===== src/rtl/ccc_ram.sv =====
// Generic single-port-write, single-port-read RAM with registered read.
// No dependencies.
module ccc_ram #(
  parameter int W     = 8,
  parameter int DEPTH = 16
) (
  input  logic                     clk,
  input  logic                     we,
  input  logic [$clog2(DEPTH)-1:0] waddr,
  input  logic [W-1:0]             wdata,
  input  logic [$clog2(DEPTH)-1:0] raddr,
  output logic [W-1:0]             rdata
);
  logic [W-1:0] mem_r [DEPTH];
  logic [W-1:0] rdata_r;

  always_ff @(posedge clk) begin
    if (we) begin
      mem_r[waddr] <= wdata;
    end
    rdata_r <= mem_r[raddr];
  end

  assign rdata = rdata_r;
endmodule


===== config.mk =====
export PLATFORM = sky130hd
export DESIGN_NAME = ccc_ram
export DESIGN_NICKNAME = d
export VERILOG_FILES = /design/src/rtl/ccc_ram.sv
export SDC_FILE = /design/constraint.sdc
export NUM_CORES = 1
export LEC_CHECK = 0
export BUFFER_PORTS_ARGS = -buffer_cell sky130_fd_sc_hd__buf_4
export CAP_MARGIN = 30
export CORE_ASPECT_RATIO = 0.8
export CORE_MARGIN = 2
export CORE_UTILIZATION = 38
export CTS_CLUSTER_DIAMETER = 60
export DETAILED_ROUTE_END_ITERATION = 12
export GPL_TIMING_DRIVEN = 0
export PLACE_DENSITY_LB_ADDON = 0.3
export SLEW_MARGIN = 20
export SYNTH_ARGS = -nofsm -noshare
export SYNTH_HDL_FRONTEND = slang
export SYNTH_SLANG_ARGS = --single-unit

===== constraint.sdc =====
create_clock -name clk -period 2.23 [get_ports clk]
set_input_delay 0.1115 -clock clk [delete_from_list [all_inputs] [get_ports clk]]
set_output_delay 0.1115 -clock clk [all_outputs]
set_load 0.005 [all_outputs]

==> run summary <==
Fin Setup TNS = 0 ps
Initial Util = 0.384
Antenna diodes = 0
worst slew pin tran = 905 ps
Initial DRC Count = 252
RSZ-0062 raised after global routing = false
PnR Total Power = 6.34 mW
slowest stage delay, CP = 710 ps
VDD IR max = 0.000600 V
Sw Pwr = 1.15 mW
Yosys top cell by area = edfxtp_1
Final ANT Viol Nets = 0
Final setup violation count = 0
register area share after synthesis = 0.778
status = finished clean
GRT overflow = 0
worst relative slew slack = 0.394
max frequency = 693 MHz
mean post-synth cell area = 22.5 um2
CTS buffer count = 17
HP Start = wdata[5]
Ys Warns = 0
Core Box Area = 13400 um2
Mapped Nets = 247
Worst Setup SP = waddr[2]
PwrDens = 1020 nW/um2
Synth Flop Type = edfxtp_1
Worst path slowest cell = nor2_1
synth unique cells = 19
HP Class = input pin to flip-flop
Placer Congestion = 0.770
Die W = 134 um
H-tree depth = 4
Startpoint Class = input pin
antenna violations before repair = 0
hold_buf cts = 0
top-area cell type share of the netlist area = 0.747
CTS root buffer = clkbuf_16
CTS sink count = 136
CP Class = input pin to flip-flop
Resize count post-CTS = 0
area grow syn2layout = 21.2%
DRC = 0
post-CTS setup buffers = 0
Worst-Skew Late Latency = 410 ps
vias in the first global route = 2420
Chip Height = 108 um
Synth area leaders = edfxtp_1 75%, mux4_2 7.9%, mux4_1 7.1%, dfxtp_1 3.1%, a22oi_1 2.3%
Clock power frac = 0.501
clock buffer depth = 2
period utilization = 0.647
max-slew violations = 0
Yosys reg bits = 136
PortBufs = 24
share of layout cells above drive strength 1 = 0.288
die area = 14500 um2
first-pass GRT wire length = 15.7 mm
cell count after synthesis = 229
CP endpoint kind = flip-flop
Critical R2R Launch = mem_r[6][0]
area of the mapped netlist = 5150 um2
per-cell routed wire length = 22.2 um
critical path cell sequence = buf_4 -> or3b_2 -> nor2_1
Routed WL = 10.3 mm
clock period minus worst slack = 1440 ps
Total GRT Usage = 0.158
Leakage Power = 2.08 nW
Post-synth top cells = 128 x edfxtp_1, 18 x mux4_2, 16 x a22oi_1
EDFF count, synth = 128
largest net degree at the start of global routing = 17
CP required = 2250 ps
Flop pwr share = 0.453
internal power = 5.19 mW
Worst-path clk slew = 50 ps
Worst Skew = 6.12 ps
CP max FO = 8
Synth async-reset ratio = 0
fin nets = 290
Hold Fails Final Rpt = 0
via count = 2400
WP data arrival = 1470 ps
switching portion of total power = 0.181
estimated wirelength of the detail-placed design = 6.53 mm
Vias/cell = 5.16
top-count cell post-synth = edfxtp_1
max-cap check violation count = 0
TritonCTS clock tree = yes
combinational fraction of design power = 0.046
I/O pin count = 26
Rows = 38
first drt pass iteration count = 5
[cell usage in the layout (no fill, tap or decap)]
master / Yosys / layout
edfxtp_1: 128 / 128
buf_4: 1 / 25
mux4_2: 18 / 18
clkbuf_16: 0 / 17
a22oi_1: 16 / 16
mux4_1: 14 / 14
nor2_1: 13 / 13
nand2_1: 9 / 9
dfxtp_1: 8 / 8
bufinv_16: 0 / 7
clkbuf_1: 0 / 5
nor3_2: 0 / 4
buf_6: 3 / 3
buf_2: 3 / 3
clkdlybuf4s25_2: 3 / 3
nand3b_1: 2 / 2
nand2b_1: 2 / 2
clkinv_1: 0 / 2
nor2b_1: 1 / 1
and2_1: 1 / 1
and2b_1: 1 / 1
nand3_1: 1 / 1
or3b_2: 1 / 1
clkinv_2: 0 / 1
[final timing paths]
kind | end | slack, ps | cells past startpoint
max | mem_r[1][4] | 790 | 3
min | mem_r[4][5] | 30 | 1
min reg2reg | rdata[3] | 700 | 3
max reg2reg | rdata[0] | 830 | 3
[flip-flops by register name, summed over array words and instances (netlist names)]
signal / cells
mem_r: 128
rdata: 8
[per-layer routing]
layer	vias up	global-route usage	routed length (um)
met2	81	0.234	4750
met1	1246	0.229	4600
li1	1065	-	-
met5	-	0	0
met4	0	0.0451	76
met3	8	0.0478	879
[critical path: cells and delay by family]
kind / cells / cell delay (ps)
buffers and inverters: 1 / 120
AND/OR/NAND/NOR: 2 / 1230
[metrics by stage]
stage               instances  area (um2)  setup WS [ps]  utilization  hold WS [ps]
global placement          433        5550           16.9        0.414           441
floorplan                 229        5150            626            -           210
finish                    465        6240            788        0.465          32.2
global route              465        6240            732        0.465          32.3
CTS                       465        6240            783        0.465          28.9
detailed placement        433        5570            347        0.416           454
[cell type report]
cell class                      count  area (um2)
Fill cell                        1132        7170
Sequential cell                   136        4000
Multi-Input combinational cell     83        1080
Clock buffer                       22         444
Tap cell                          180         225
Clock inverter                     10         223
Timing Repair Buffer               24         180
Buffer                             10        86.3
[kinds of logic (layout without fill, tap and decap cells)]
| kind of cell | count (synthesis) | in the layout | share of synthesized area |
|---|---|---|---|
| and+or+nand+nor | 35 | 35 | 0.0318 |
| buffers and inverters | 10 | 66 | 0.0168 |
| AOI/OAI and AO/OA | 16 | 16 | 0.0233 |
| muxes | 32 | 32 | 0.150 |
| DFF | 136 | 136 | 0.778 |
[power groups by stage]
| stage | clock network (mW) | logic [mW] | registers, mW |
|---|---|---|---|
| after floorplan | 0 | 0.145 | 2.92 |
| after global placement | 0 | 0.292 | 2.92 |
| after detailed placement | 0 | 0.299 | 2.93 |
| after CTS | 3.21 | 0.299 | 2.87 |
| after global routing | 3.35 | 0.315 | 2.88 |
| final | 3.18 | 0.293 | 2.87 |
(Power assumes the default switching activity.)
