[config.mk]
export PLATFORM = sky130hd
export DESIGN_NAME = ccc_div
export DESIGN_NICKNAME = d
export VERILOG_FILES = /design/src/rtl/ccc_div.sv
export SDC_FILE = /design/constraint.sdc
export NUM_CORES = 1
export LEC_CHECK = 0
export ABC_AREA = 1
export BUFFER_PORTS_ARGS = -buffer_cell sky130_fd_sc_hd__clkbuf_2
export CELL_PAD_IN_SITES_DETAIL_PLACEMENT = 0
export CELL_PAD_IN_SITES_GLOBAL_PLACEMENT = 1
export CORE_AREA = 3 3 149 137
export DETAILED_ROUTE_END_ITERATION = 10
export DIE_AREA = 0 0 152 140
export GPL_TIMING_DRIVEN = 0
export PLACE_DENSITY = 0.93
export SYNTH_ARGS = -nofsm -noshare
export SYNTH_HDL_FRONTEND = slang
export SYNTH_SLANG_ARGS = --single-unit
[constraint.sdc]
create_clock -name clk -period 5.9 [get_ports clk]
set_clock_uncertainty 0.15 [all_clocks]
set_input_delay 0.295 -clock clk [delete_from_list [all_inputs] [get_ports clk]]
set_output_delay 0.295 -clock clk [all_outputs]
set_load 0.03 [all_outputs]
[src/rtl/ccc_div.sv]
// Restoring divider, one quotient bit per cycle; the quotient is STEPS bits wide.
// Remainder starts at rem_init (below divisor); dividend bits shift in.
module ccc_div #(
  parameter int DVW   = 25,
  parameter int STEPS = 50
) (
  input  logic             clk,
  input  logic             rst_n,
  input  logic             start,
  input  logic [DVW-1:0]   rem_init,
  input  logic [STEPS-1:0] dividend,
  input  logic [DVW-1:0]   divisor,
  output logic [STEPS-1:0] quot,
  output logic             done
);
  localparam int CW = $clog2(STEPS + 1);

  logic [DVW-1:0]   rem_r, div_r;
  logic [STEPS-1:0] low_r, quot_r;
  logic [CW-1:0]    cnt_r;
  logic             run_r, done_r;
  logic [DVW:0]     trial, diff;
  logic             ge;

  always_comb begin
    trial = {rem_r, low_r[STEPS-1]};
    ge    = trial >= {1'b0, div_r};
    diff  = trial - {1'b0, div_r};
  end

  always_ff @(posedge clk) begin
    if (!rst_n) begin
      run_r  <= 1'b0;
      done_r <= 1'b0;
      cnt_r  <= '0;
    end else if (start) begin
      run_r  <= 1'b1;
      done_r <= 1'b0;
      cnt_r  <= '0;
    end else if (run_r) begin
      cnt_r <= cnt_r + 1'b1;
      if (cnt_r == CW'(STEPS - 1)) begin
        run_r  <= 1'b0;
        done_r <= 1'b1;
      end
    end
  end

  always_ff @(posedge clk) begin
    if (start) begin
      rem_r  <= rem_init;
      low_r  <= dividend;
      div_r  <= divisor;
      quot_r <= '0;
    end else if (run_r) begin
      rem_r  <= ge ? diff[DVW-1:0] : trial[DVW-1:0];
      low_r  <= {low_r[STEPS-2:0], 1'b0};
      quot_r <= {quot_r[STEPS-2:0], ge};
    end
  end

  assign quot = quot_r;
  assign done = done_r;
endmodule

==> results.sh <==
export IMPL_grt_pass1_vias=7494
export IMPL_core_area_sq_um=19000
export IMPL_finalMaxSlewViolations=0
export IMPL_drc=0
export IMPL_hold_path_startpoint="dividend[49]"
export IMPL_vias=7553
export IMPL_critPathRequiredTime_ns=5.93
export IMPL_ys_ff_latch=158
export IMPL_crit_path_end_kind="flop"
export IMPL_place_hpwl_microns=15600
export IMPL_reg2reg_depth=11
export IMPL_max_freq_mhz=366
export IMPL_hold_end="low_r[49]"
export IMPL_synth_flop_cell="edfxtp_1"
export IMPL_wire_per_inst_microns=13.7
export IMPL_r2r_slack_ns=3.17
export IMPL_row_count=48
export IMPL_finalSetupViolCount=0
export IMPL_post_cts_resized=0
export IMPL_vias_per_cell=4.74
export IMPL_cap_viol_max_count=0
export IMPL_grt_pass1_wl_microns=35900
export IMPL_place_congestion=0.907
export IMPL_peakVddDrop_mv=0.161
export IMPL_crit_path_max_fanout=10
export IMPL_antenna_found_initial=0
export IMPL_cts_buffers=17
export IMPL_run_status="complete, no violations"
export IMPL_register_area_sq_um=4160
export IMPL_final_cells=1595
export IMPL_top_layer_used="met4"
export IMPL_syn2layout_area_growth_pct=32.0
export IMPL_fp_dieH_microns=140
export IMPL_holdPathStages=3
export IMPL_track_usage_pct=20.5
export IMPL_nNetsFinal=1463
export IMPL_totalWireLength_microns=21900
export IMPL_h_tree_depth=4
export IMPL_post_cts_setup_buffers=0
export IMPL_synth_area_leaders="edfxtp_1, nand2_1, dfxtp_1, inv_1, ha_1"
export IMPL_portBuffers=153
export IMPL_root_buffer="clkbuf_16"
export IMPL_num_antenna_cells=0
export IMPL_crit_top_cell="nand3_1"
export IMPL_syn_avg_cell_area_sq_um=7.80
export IMPL_relSlewSlack_pct=48.7
export IMPL_cpPeakStageDelay_ns=0.43
export IMPL_p_leak_nw=5.41
export IMPL_syn_cell_area_sq_um=8300
export IMPL_r2r_end="rem_r[12]"
export IMPL_chipWidth_microns=152
export IMPL_path_clk_slew_ns=0.07
export IMPL_cts_tree="built"
export IMPL_worstPathCellList="inv_1, ha_1, inv_1, fa_1, nand3_1, nand3_1, nand2_2, buf_2, nand4_1, nand3_1, nand2_1"
export IMPL_layout_drive_gt1_share_pct=15.5
export IMPL_yosysUniqueCellTypes=34
export IMPL_criticalPathCategory="flop to flop"
export IMPL_hold_buffers=95
export IMPL_synthArstFlopShare_pct=0
export IMPL_drt_iter0_drc=458
export IMPL_overflow=0
export IMPL_yosys_warnings=0
export IMPL_rsz0062_at_grt="false"
export IMPL_hold_viol=0
export IMPL_pin_count=154
export IMPL_synthCells=1064
export IMPL_cp_start_kind="flop"
export IMPL_finalCritPeriodShare_pct=46.3
export IMPL_seq_area_frac_synth_pct=50.2
export IMPL_synth_top_area_share_pct=36.2
export IMPL_cp_buffers_inverters=3
export IMPL_met3WireLength_microns=1400
export IMPL_fillers=1746
export IMPL_timing_rr_start="low_r[49]"
export IMPL_synth_edf_count=100
export IMPL_tightest_slew_ns=0.770
export IMPL_grt_max_degree=72
export IMPL_met1_length_microns=9910
export IMPL_multi_input_area_sq_um=3210
export IMPL_fin_tns_setup_ns=0
export IMPL_initial_core_util_pct=43.7
export IMPL_cp_top_family="simple AND/OR/NAND/NOR gates"
export IMPL_clkSinkCount=158
export IMPL_clock_latency_ns=0.43
export IMPL_hold_path_class="input pin to flop"
export IMPL_first_pass_iters=5
export IMPL_synth_fp_nets=1195
export IMPL_wl_met2_microns=10500
export IMPL_min_period_ns=2.73
export IMPL_crit_slowest_cell="fa_1"
export IMPL_clockBufferDepth=2
export IMPL_dp_cells=1468
export IMPL_p_per_area_nw_per_um2=307
export IMPL_die_area_sq_um=21300
export IMPL_synth_top_cell_by_area="edfxtp_1"
export IMPL_ant_nets=0
export IMPL_cp_arrival_ns=2.77
## cells in the final DEF, fill, tap and decap left out, types with 17 or more instances in the layout
cell           Yosys  final
inv_1            200    200
edfxtp_1         100    100
nand2_1          420    420
dfxtp_1           58     58
dlygate4sd3_1      0     95
nand3_1           45     45
nand4_1           33     33
clkbuf_16          0     17
clkbuf_2           0    153
nor2_1            35     35
ha_1              27     27
clkbuf_1          25     24
o22ai_1           48     48
## registers in the layout, summed over array words and instances (netlist names)
name / count
rem_r: 25
run_r: 1
cnt_r: 6
done: 1
quot: 50
div_r: 25
low_r: 50
## area by class of cell
type                       count  area share [%]
clock buffer                  17            3.88
sequential                   158            38.0
clock inverter                15            1.59
timing repair buffer         249            15.9
tap                          250            2.85
multi-input combinational    666            29.3
buffer                        36            1.47
inverter                     204            6.99
## where the power goes
| part | total, W | leakage, nW | internal, W | switching (W) |
|---|---|---|---|---|
| Combinational | 0.000921 | 3.64 | 0.000354 | 0.000567 |
| Sequential | 0.00133 | 1.48 | 0.00129 | 0.0000381 |
| Clock | 0.00112 | 0.290 | 0.000571 | 0.000544 |
## how the worst max path moves through the flow
| stage | from | endpoint | slack (ns) | cells past startpoint |
|---|---|---|---|---|
| 6_report | low_r[49] | rem_r[12] | 3.17 | 11 |
| 5_1_grt | rem_r[6] | rem_r[9] | 2.96 | 12 |
| 4_1_cts | low_r[49] | rem_r[5] | 3.15 | 11 |
| 3_5_place_dp | start | rem_r[14] | 3.06 | 6 |
| 3_3_place_gp | start | rem_r[21] | 0.43 | 5 |
| 2_1_floorplan | run_r | low_r[0] | 2.31 | 4 |
## logic make-up after synthesis
logic type      synth area share [%]
xor+xnor                        1.27
fa+ha+maj                       4.31
buf+inv                         11.1
flops                           50.2
compound gates                  5.08
simple gates                    28.1
## per-stage QoR
stage                     util (%)  cell area [sq um]  power (W)  hold slack, ns  setup WS (ns)
final                         57.8              11000    0.00337          0.0199           3.17
after global routing          57.8              11000    0.00357          0.0159           2.96
after CTS                     57.8              11000    0.00339         0.00597           3.15
after detailed placement      49.6               9410    0.00222           0.302           3.06
after global placement        49.4               9380    0.00221           0.293          0.433
after floorplan                  -               8300    0.00199           0.244           2.31
## tightest hold or removal path: stages
cell and delay (ns):
clkbuf_2 0.08, nand2_1 0.05, nand2_1 0.06
## synthesized netlist by cell type, drive strengths merged (2+ instances only)
cell type,number
nand2,423
inv,202
edfxtp,100
dfxtp,58
o22ai,48
nand3,46
nor2,39
nand4,34
ha,27
clkbuf,25
a21oi,16
buf,11
xnor2,11
nor3,5
nand3b,4
nor3b,4
o21ai,3
clkinv,2
## routing by layer
layer	GRT usage (%)	vias up
met3	5.41	15
met4	3.64	0
met5	0	-
li1	-	3901
met1	26.4	3434
met2	35.4	203
(Power assumes the default switching activity.)
