<file path="config.mk">
export PLATFORM = sky130hd
export DESIGN_NAME = ccc_angle
export DESIGN_NICKNAME = d
export VERILOG_FILES = /design/src/rtl/ccc_pkg.sv /design/src/rtl/ccc_angle.sv
export SDC_FILE = /design/constraint.sdc
export NUM_CORES = 2
export LEC_CHECK = 0
export BUFFER_PORTS_ARGS = -buffer_cell sky130_fd_sc_hd__clkbuf_2
export CORE_MARGIN = 4
export CORE_UTILIZATION = 63
export CTS_CLUSTER_SIZE = 16
export DETAILED_ROUTE_END_ITERATION = 6
export PLACE_DENSITY = 0.79
export SLEW_MARGIN = 20
export SYNTH_ARGS = -nofsm -noshare
export SYNTH_HDL_FRONTEND = slang
export SYNTH_SLANG_ARGS = --single-unit
</file>
<file path="constraint.sdc">
create_clock -name clk -period 22.6 [get_ports clk]
set_input_delay 6.78 -clock clk [delete_from_list [all_inputs] [get_ports clk]]
set_output_delay 6.78 -clock clk [all_outputs]
set_load 0.01 [all_outputs]
</file>
<file path="src/rtl/ccc_pkg.sv">
// Shared types, codes and constants of the coincidence cone builder.
// Used by ccc_cell, ccc_angle, the top module and the bench; depends on nothing.
package ccc_pkg;

  localparam int EVENT_DEPTH_DEF    = 64;
  localparam int DETECTOR_COUNT_DEF = 16;

  typedef enum logic [1:0] {
    OP_DET_WRITE = 2'd0,
    OP_APPEND    = 2'd1,
    OP_QUERY     = 2'd2,
    OP_CLEAR     = 2'd3
  } op_t;

  typedef enum logic [1:0] {
    CFG_SOURCE_ENERGY = 2'd0,
    CFG_IMAGE_HEIGHT  = 2'd1,
    CFG_WINDOW_TOL    = 2'd2
  } cfg_reg_t;

  localparam logic [19:0]        SOURCE_ENERGY_RST = 20'd10592;
  localparam logic signed [23:0] IMAGE_HEIGHT_RST  = 24'sd0;
  localparam logic [15:0]        WINDOW_TOL_RST    = 16'd10;

  // 511 keV in Q.4
  localparam logic [13:0]        ENERGY_511  = 14'd8176;
  localparam logic signed [17:0] HALF_PI_Q14 = 18'sd25736;
  localparam logic signed [17:0] PI_Q14      = 18'sd51472;

  typedef struct packed {
    logic signed [31:0] ev_time;
    logic [19:0]        energy;
    logic [3:0]         det;
  } ccc_entry_t;

  function automatic logic [13:0] atan_q14(input logic [3:0] i);
    logic [13:0] v;
    unique case (i)
      4'd0:    v = 14'd12868;
      4'd1:    v = 14'd7596;
      4'd2:    v = 14'd4014;
      4'd3:    v = 14'd2037;
      4'd4:    v = 14'd1023;
      4'd5:    v = 14'd512;
      4'd6:    v = 14'd256;
      4'd7:    v = 14'd128;
      4'd8:    v = 14'd64;
      4'd9:    v = 14'd32;
      4'd10:   v = 14'd16;
      4'd11:   v = 14'd8;
      4'd12:   v = 14'd4;
      4'd13:   v = 14'd2;
      4'd14:   v = 14'd1;
      default: v = 14'd0;
    endcase
    return v;
  endfunction

endpackage

</file>
<file path="src/rtl/ccc_angle.sv">
// Arccosine unit: squares the cosine, takes the sine by a bit-pair square
// root (31 steps), then runs 15 CORDIC vectoring steps. Depends on ccc_pkg.
module ccc_angle (
  input  logic               clk,
  input  logic               rst_n,
  input  logic               start,
  input  logic signed [31:0] cos_in,
  output logic [15:0]        angle,
  output logic               done
);
  import ccc_pkg::*;

  typedef enum logic [3:0] {
    A_IDLE = 4'b0001,
    A_SQR  = 4'b0010,
    A_ROOT = 4'b0100,
    A_ROT  = 4'b1000
  } ang_state_t;

  ang_state_t         state_r, state_nxt;
  logic               neg_r, done_r;
  logic [30:0]        cc_r;
  logic [60:0]        v_r, bit_r, root_r, root_nxt;
  logic signed [33:0] x_r, y_r, x_nxt, y_nxt, xs, ys;
  logic signed [17:0] z_r, z_nxt, at;
  logic [3:0]         i_r;
  logic [15:0]        angle_r;
  logic [61:0]        sq, sum;
  logic               ge;
  logic [31:0]        cmag;

  always_comb begin
    cmag     = cos_in[31] ? 32'(-cos_in) : 32'(cos_in);
    sq       = cc_r * cc_r;
    sum      = {1'b0, root_r} + {1'b0, bit_r};
    ge       = {1'b0, v_r} >= sum;
    root_nxt = ge ? (root_r >> 1) + bit_r : root_r >> 1;
    xs       = x_r >>> i_r;
    ys       = y_r >>> i_r;
    at       = $signed({4'b0, atan_q14(i_r)});
    if (!y_r[33]) begin
      x_nxt = x_r + ys;
      y_nxt = y_r - xs;
      z_nxt = z_r + at;
    end else begin
      x_nxt = x_r - ys;
      y_nxt = y_r + xs;
      z_nxt = z_r - at;
    end
  end

  always_comb begin
    state_nxt = state_r;
    unique case (state_r)
      A_IDLE:  if (start) state_nxt = A_SQR;
      A_SQR:   state_nxt = A_ROOT;
      A_ROOT:  if (bit_r[0]) state_nxt = A_ROT;
      A_ROT:   if (i_r == 4'd14) state_nxt = A_IDLE;
      default: state_nxt = A_IDLE;
    endcase
  end

  always_ff @(posedge clk) begin
    if (!rst_n) begin
      state_r <= A_IDLE;
      done_r  <= 1'b0;
    end else begin
      state_r <= state_nxt;
      if (state_r == A_IDLE && start) begin
        done_r <= 1'b0;
      end else if (state_r == A_ROT && i_r == 4'd14) begin
        done_r <= 1'b1;
      end
    end
  end

  always_ff @(posedge clk) begin
    unique case (state_r)
      A_IDLE: begin
        neg_r <= cos_in[31];
        cc_r  <= cmag[30:0];
      end
      A_SQR: begin
        v_r    <= 61'((62'(1) << 60) - sq);
        bit_r  <= 61'(1) << 60;
        root_r <= '0;
      end
      A_ROOT: begin
        if (ge) begin
          v_r <= v_r - sum[60:0];
        end
        root_r <= root_nxt;
        bit_r  <= bit_r >> 2;
        // set up the rotation once the sine is complete
        i_r <= 4'd0;
        if (neg_r) begin
          x_r <= $signed({3'b0, root_nxt[30:0]});
          y_r <= $signed({3'b0, cc_r});
          z_r <= HALF_PI_Q14;
        end else begin
          x_r <= $signed({3'b0, cc_r});
          y_r <= $signed({3'b0, root_nxt[30:0]});
          z_r <= '0;
        end
      end
      A_ROT: begin
        x_r <= x_nxt;
        y_r <= y_nxt;
        z_r <= z_nxt;
        i_r <= i_r + 4'd1;
        priority if (z_nxt < 0) begin
          angle_r <= '0;
        end else if (z_nxt > PI_Q14) begin
          angle_r <= PI_Q14[15:0];
        end else begin
          angle_r <= z_nxt[15:0];
        end
      end
      default: ;
    endcase
  end

  assign angle = angle_r;
  assign done  = done_r;
endmodule

</file>
==> results.yml <==
sta:
  fmax_ghz: 0.103
  fin_worst_skew_ns: 0.0254
  tns_ns: 0
  fin_crit_sh_pct: 43.0
  setup_viol: 0
  worst_hold_slack_ns: 0.605
  min_period_ns: 9.73
  rsz0062_at_grt: "false"
  timing.final.hold_violations: 0
  worst_pin_slew_ns: 1.03
  slew-limit-headroom_pct: 30.9
  slew_viol_final: 0
yosys:
  yosys.area_share.simple_pct: 13.5
  ys_warn_count: 0
  yosysTopAreaCell: "fa_1"
  synth_cell_types: 94
  synth_seq_area_share_pct: 15.6
  syn_inst: 6515
  synth_compound_area_share_pct: 13.0
  async_flop_share_pct: 0
  yosys_register_bits: 310
  synth_edf_count: 291
  synth_nets: 7843
  synth_top_family_by_area: "adder cells"
  avgSynthCellArea_um2: 8.98
  muxShareOfSynthArea_pct: 4.51
  synth_fa_ha_area_share_pct: 37.6
  synth-xor-area-share_pct: 6.12
  synthTopCellsByArea: "fa_1 27%, edfxtp_1 15%, ha_1 11%"
  syn-cell-area_um2: 58500
  synth_flop_cell: "edfxtp_1"
  yosys.area.top_type_share_pct: 26.6
die:
  die_y_um: 313
  ios: 52
  core-area_um2: 91900
  initial_core_util_pct: 63.6
  dieArea_um2: 97800
  fp.dieW_um: 313
  rows: 111
clock_network:
  post-cts-setup-buffers: 0
  cts_tree: "done"
  cts-resized-gates: 0
  cts_buffers: 39
  cts_hold_buffers: 0
  clkSinkCount: 310
  cts_buffer_depth: 3
  root_buffer: "clkbuf_16"
  cts_max_level: 2
  clk_pin_slew_worst_paths_ns: 0.06
  clock_latency_ns: 0.59
placed_design:
  place_congestion: 0.988
  placed_cells: 7591
  hpwl_um: 126000
  io_buffers: 51
worst_hold_path:
  hold_path.class: "flip-flop to flip-flop"
global_routing:
  grt_overflow: 0
  grt_pass1_wl_um: 259000
  track_usage_pct: 33.3
  first_global_vias: 48603
  grt_max_degree: 89
  antenna_found_initial: 4
routing:
  first_pass_iters: 7
  wl_per_cell_um: 21.2
  avgViaCountPerCell: 6.19
  drt_wl_total_um: 163000
  drc: 4
  drt-initial-drc-count: 5019
  ant_nets: 0
  via_count: 47478
layout:
  layout_commonest_cell: "inv_1"
  final_net_count: 7718
  syn2layout_area_growth_pct: 4.27
  fin_util_pct: 66.3
  fin_cells: 7666
  drive_gt1_share_pct: 5.26
  final_cell_mix: "1186 x inv_1, 778 x fa_1, 606 x nand2_1"
status:
  outcome: "finished, violations left"
  failed_checks: "design-rule violations"
worst_setup_path:
  startpoint_type: "flip-flop"
  arrival_ns: 10.02
  worstPathRequired_ns: 22.90
  critPathKind: "flip-flop to flip-flop"
  end_kind: "flip-flop"
  cp_max_fo: 27
flow_run:
  maxCapViolCount: 0
[worst max-delay path, cell delays in order, from the launching register on]
cell and delay [ns]:
edfxtp_1 0.33, buf_4 0.38, clkinv_1 0.60, ha_1 0.52, a21o_1 0.19, fa_1 0.51
fa_1 0.53, inv_1 0.06, fa_1 0.54, inv_1 0.05, fa_1 0.51, fa_1 0.44
fa_1 0.55, inv_1 0.06, fa_1 0.53, inv_1 0.04, ha_1 0.43, a21oi_1 0.16
o21ai_0 0.32, a311oi_1 0.14, a21oi_1 0.49, a31oi_1 0.36, o311ai_0 0.77, a31o_2 0.27
a21o_1 0.19, a31oi_1 0.15, mux2i_1 0.19, o211ai_1 0.10
[cells in the mapped netlist, drive strengths merged, types with 55 or more instances]
| cell | n |
|---|---|
| xnor2 | 259 |
| ha | 515 |
| nand3 | 95 |
| nand2 | 607 |
| nor2 | 401 |
| and2 | 182 |
| fa | 778 |
| a21oi | 344 |
| edfxtp | 291 |
| inv | 1192 |
| xor2 | 149 |
| a21o | 117 |
| clkbuf | 243 |
| nand4 | 56 |
| mux4 | 80 |
| a31oi | 97 |
| o21ai | 251 |
| mux2i | 55 |
| nor3 | 109 |
[logic make-up after synthesis]
kind of cell	Yosys count
compound gates	1195
xor+xnor	408
fa+ha+maj	1293
buf+inv	1476
flops	310
mux	155
simple gates	1678
[per-layer routing]
metal  part of all wire [%]  track usage [%]  vias to the layer above
met1                     39             44.0                    23194
li1                       -                -                    21331
met5                      0                0                        -
met2                     46             53.5                     2390
met3                     10             6.63                      563
met4                    5.5             15.4                        0
[per-stage QoR]
| step | cell area (µm²) | setup slack (ns) |
|---|---|---|
| after floorplan | 58500 | 12.42 |
| after global placement | 59600 | 13.18 |
| after detailed placement | 59600 | 12.99 |
| after CTS | 61000 | 12.93 |
| after global routing | 61000 | 12.45 |
| final | 61000 | 12.87 |
[cell type report]
type	instances	area [µm²]
multi-input combinational	4729	43800
fill	7396	30900
sequential	310	9120
inverter	1197	4500
tap	1243	1560
clock buffer	53	1130
timing repair buffer	113	741
clock inverter	18	179
antenna	3	7.51
[sequential cells by signal, indices dropped and copies added (netlist names), 4 cells and up]
signal   flops
z_r         18
bit_r       31
root_r      61
i_r          4
cc_r        31
at          14
y_r         34
v_r         61
state_r      4
x_r         34
angle       16
[worst paths after layout]
kind / startpoint / slack [ns] / endpoint / cells past startpoint
setup / recovery: cc_r[9] / 12.87 / v_r[60] / 27
hold reg to reg: bit_r[50] / 0.60 / bit_r[48] / 1
setup reg to reg: cc_r[9] / 12.87 / v_r[60] / 27
hold / removal: bit_r[50] / 0.60 / bit_r[48] / 1
Power is left out: the tool's default activity adds up to more than one toggle a clock period on the data nets, which glitch-free logic cannot reach.
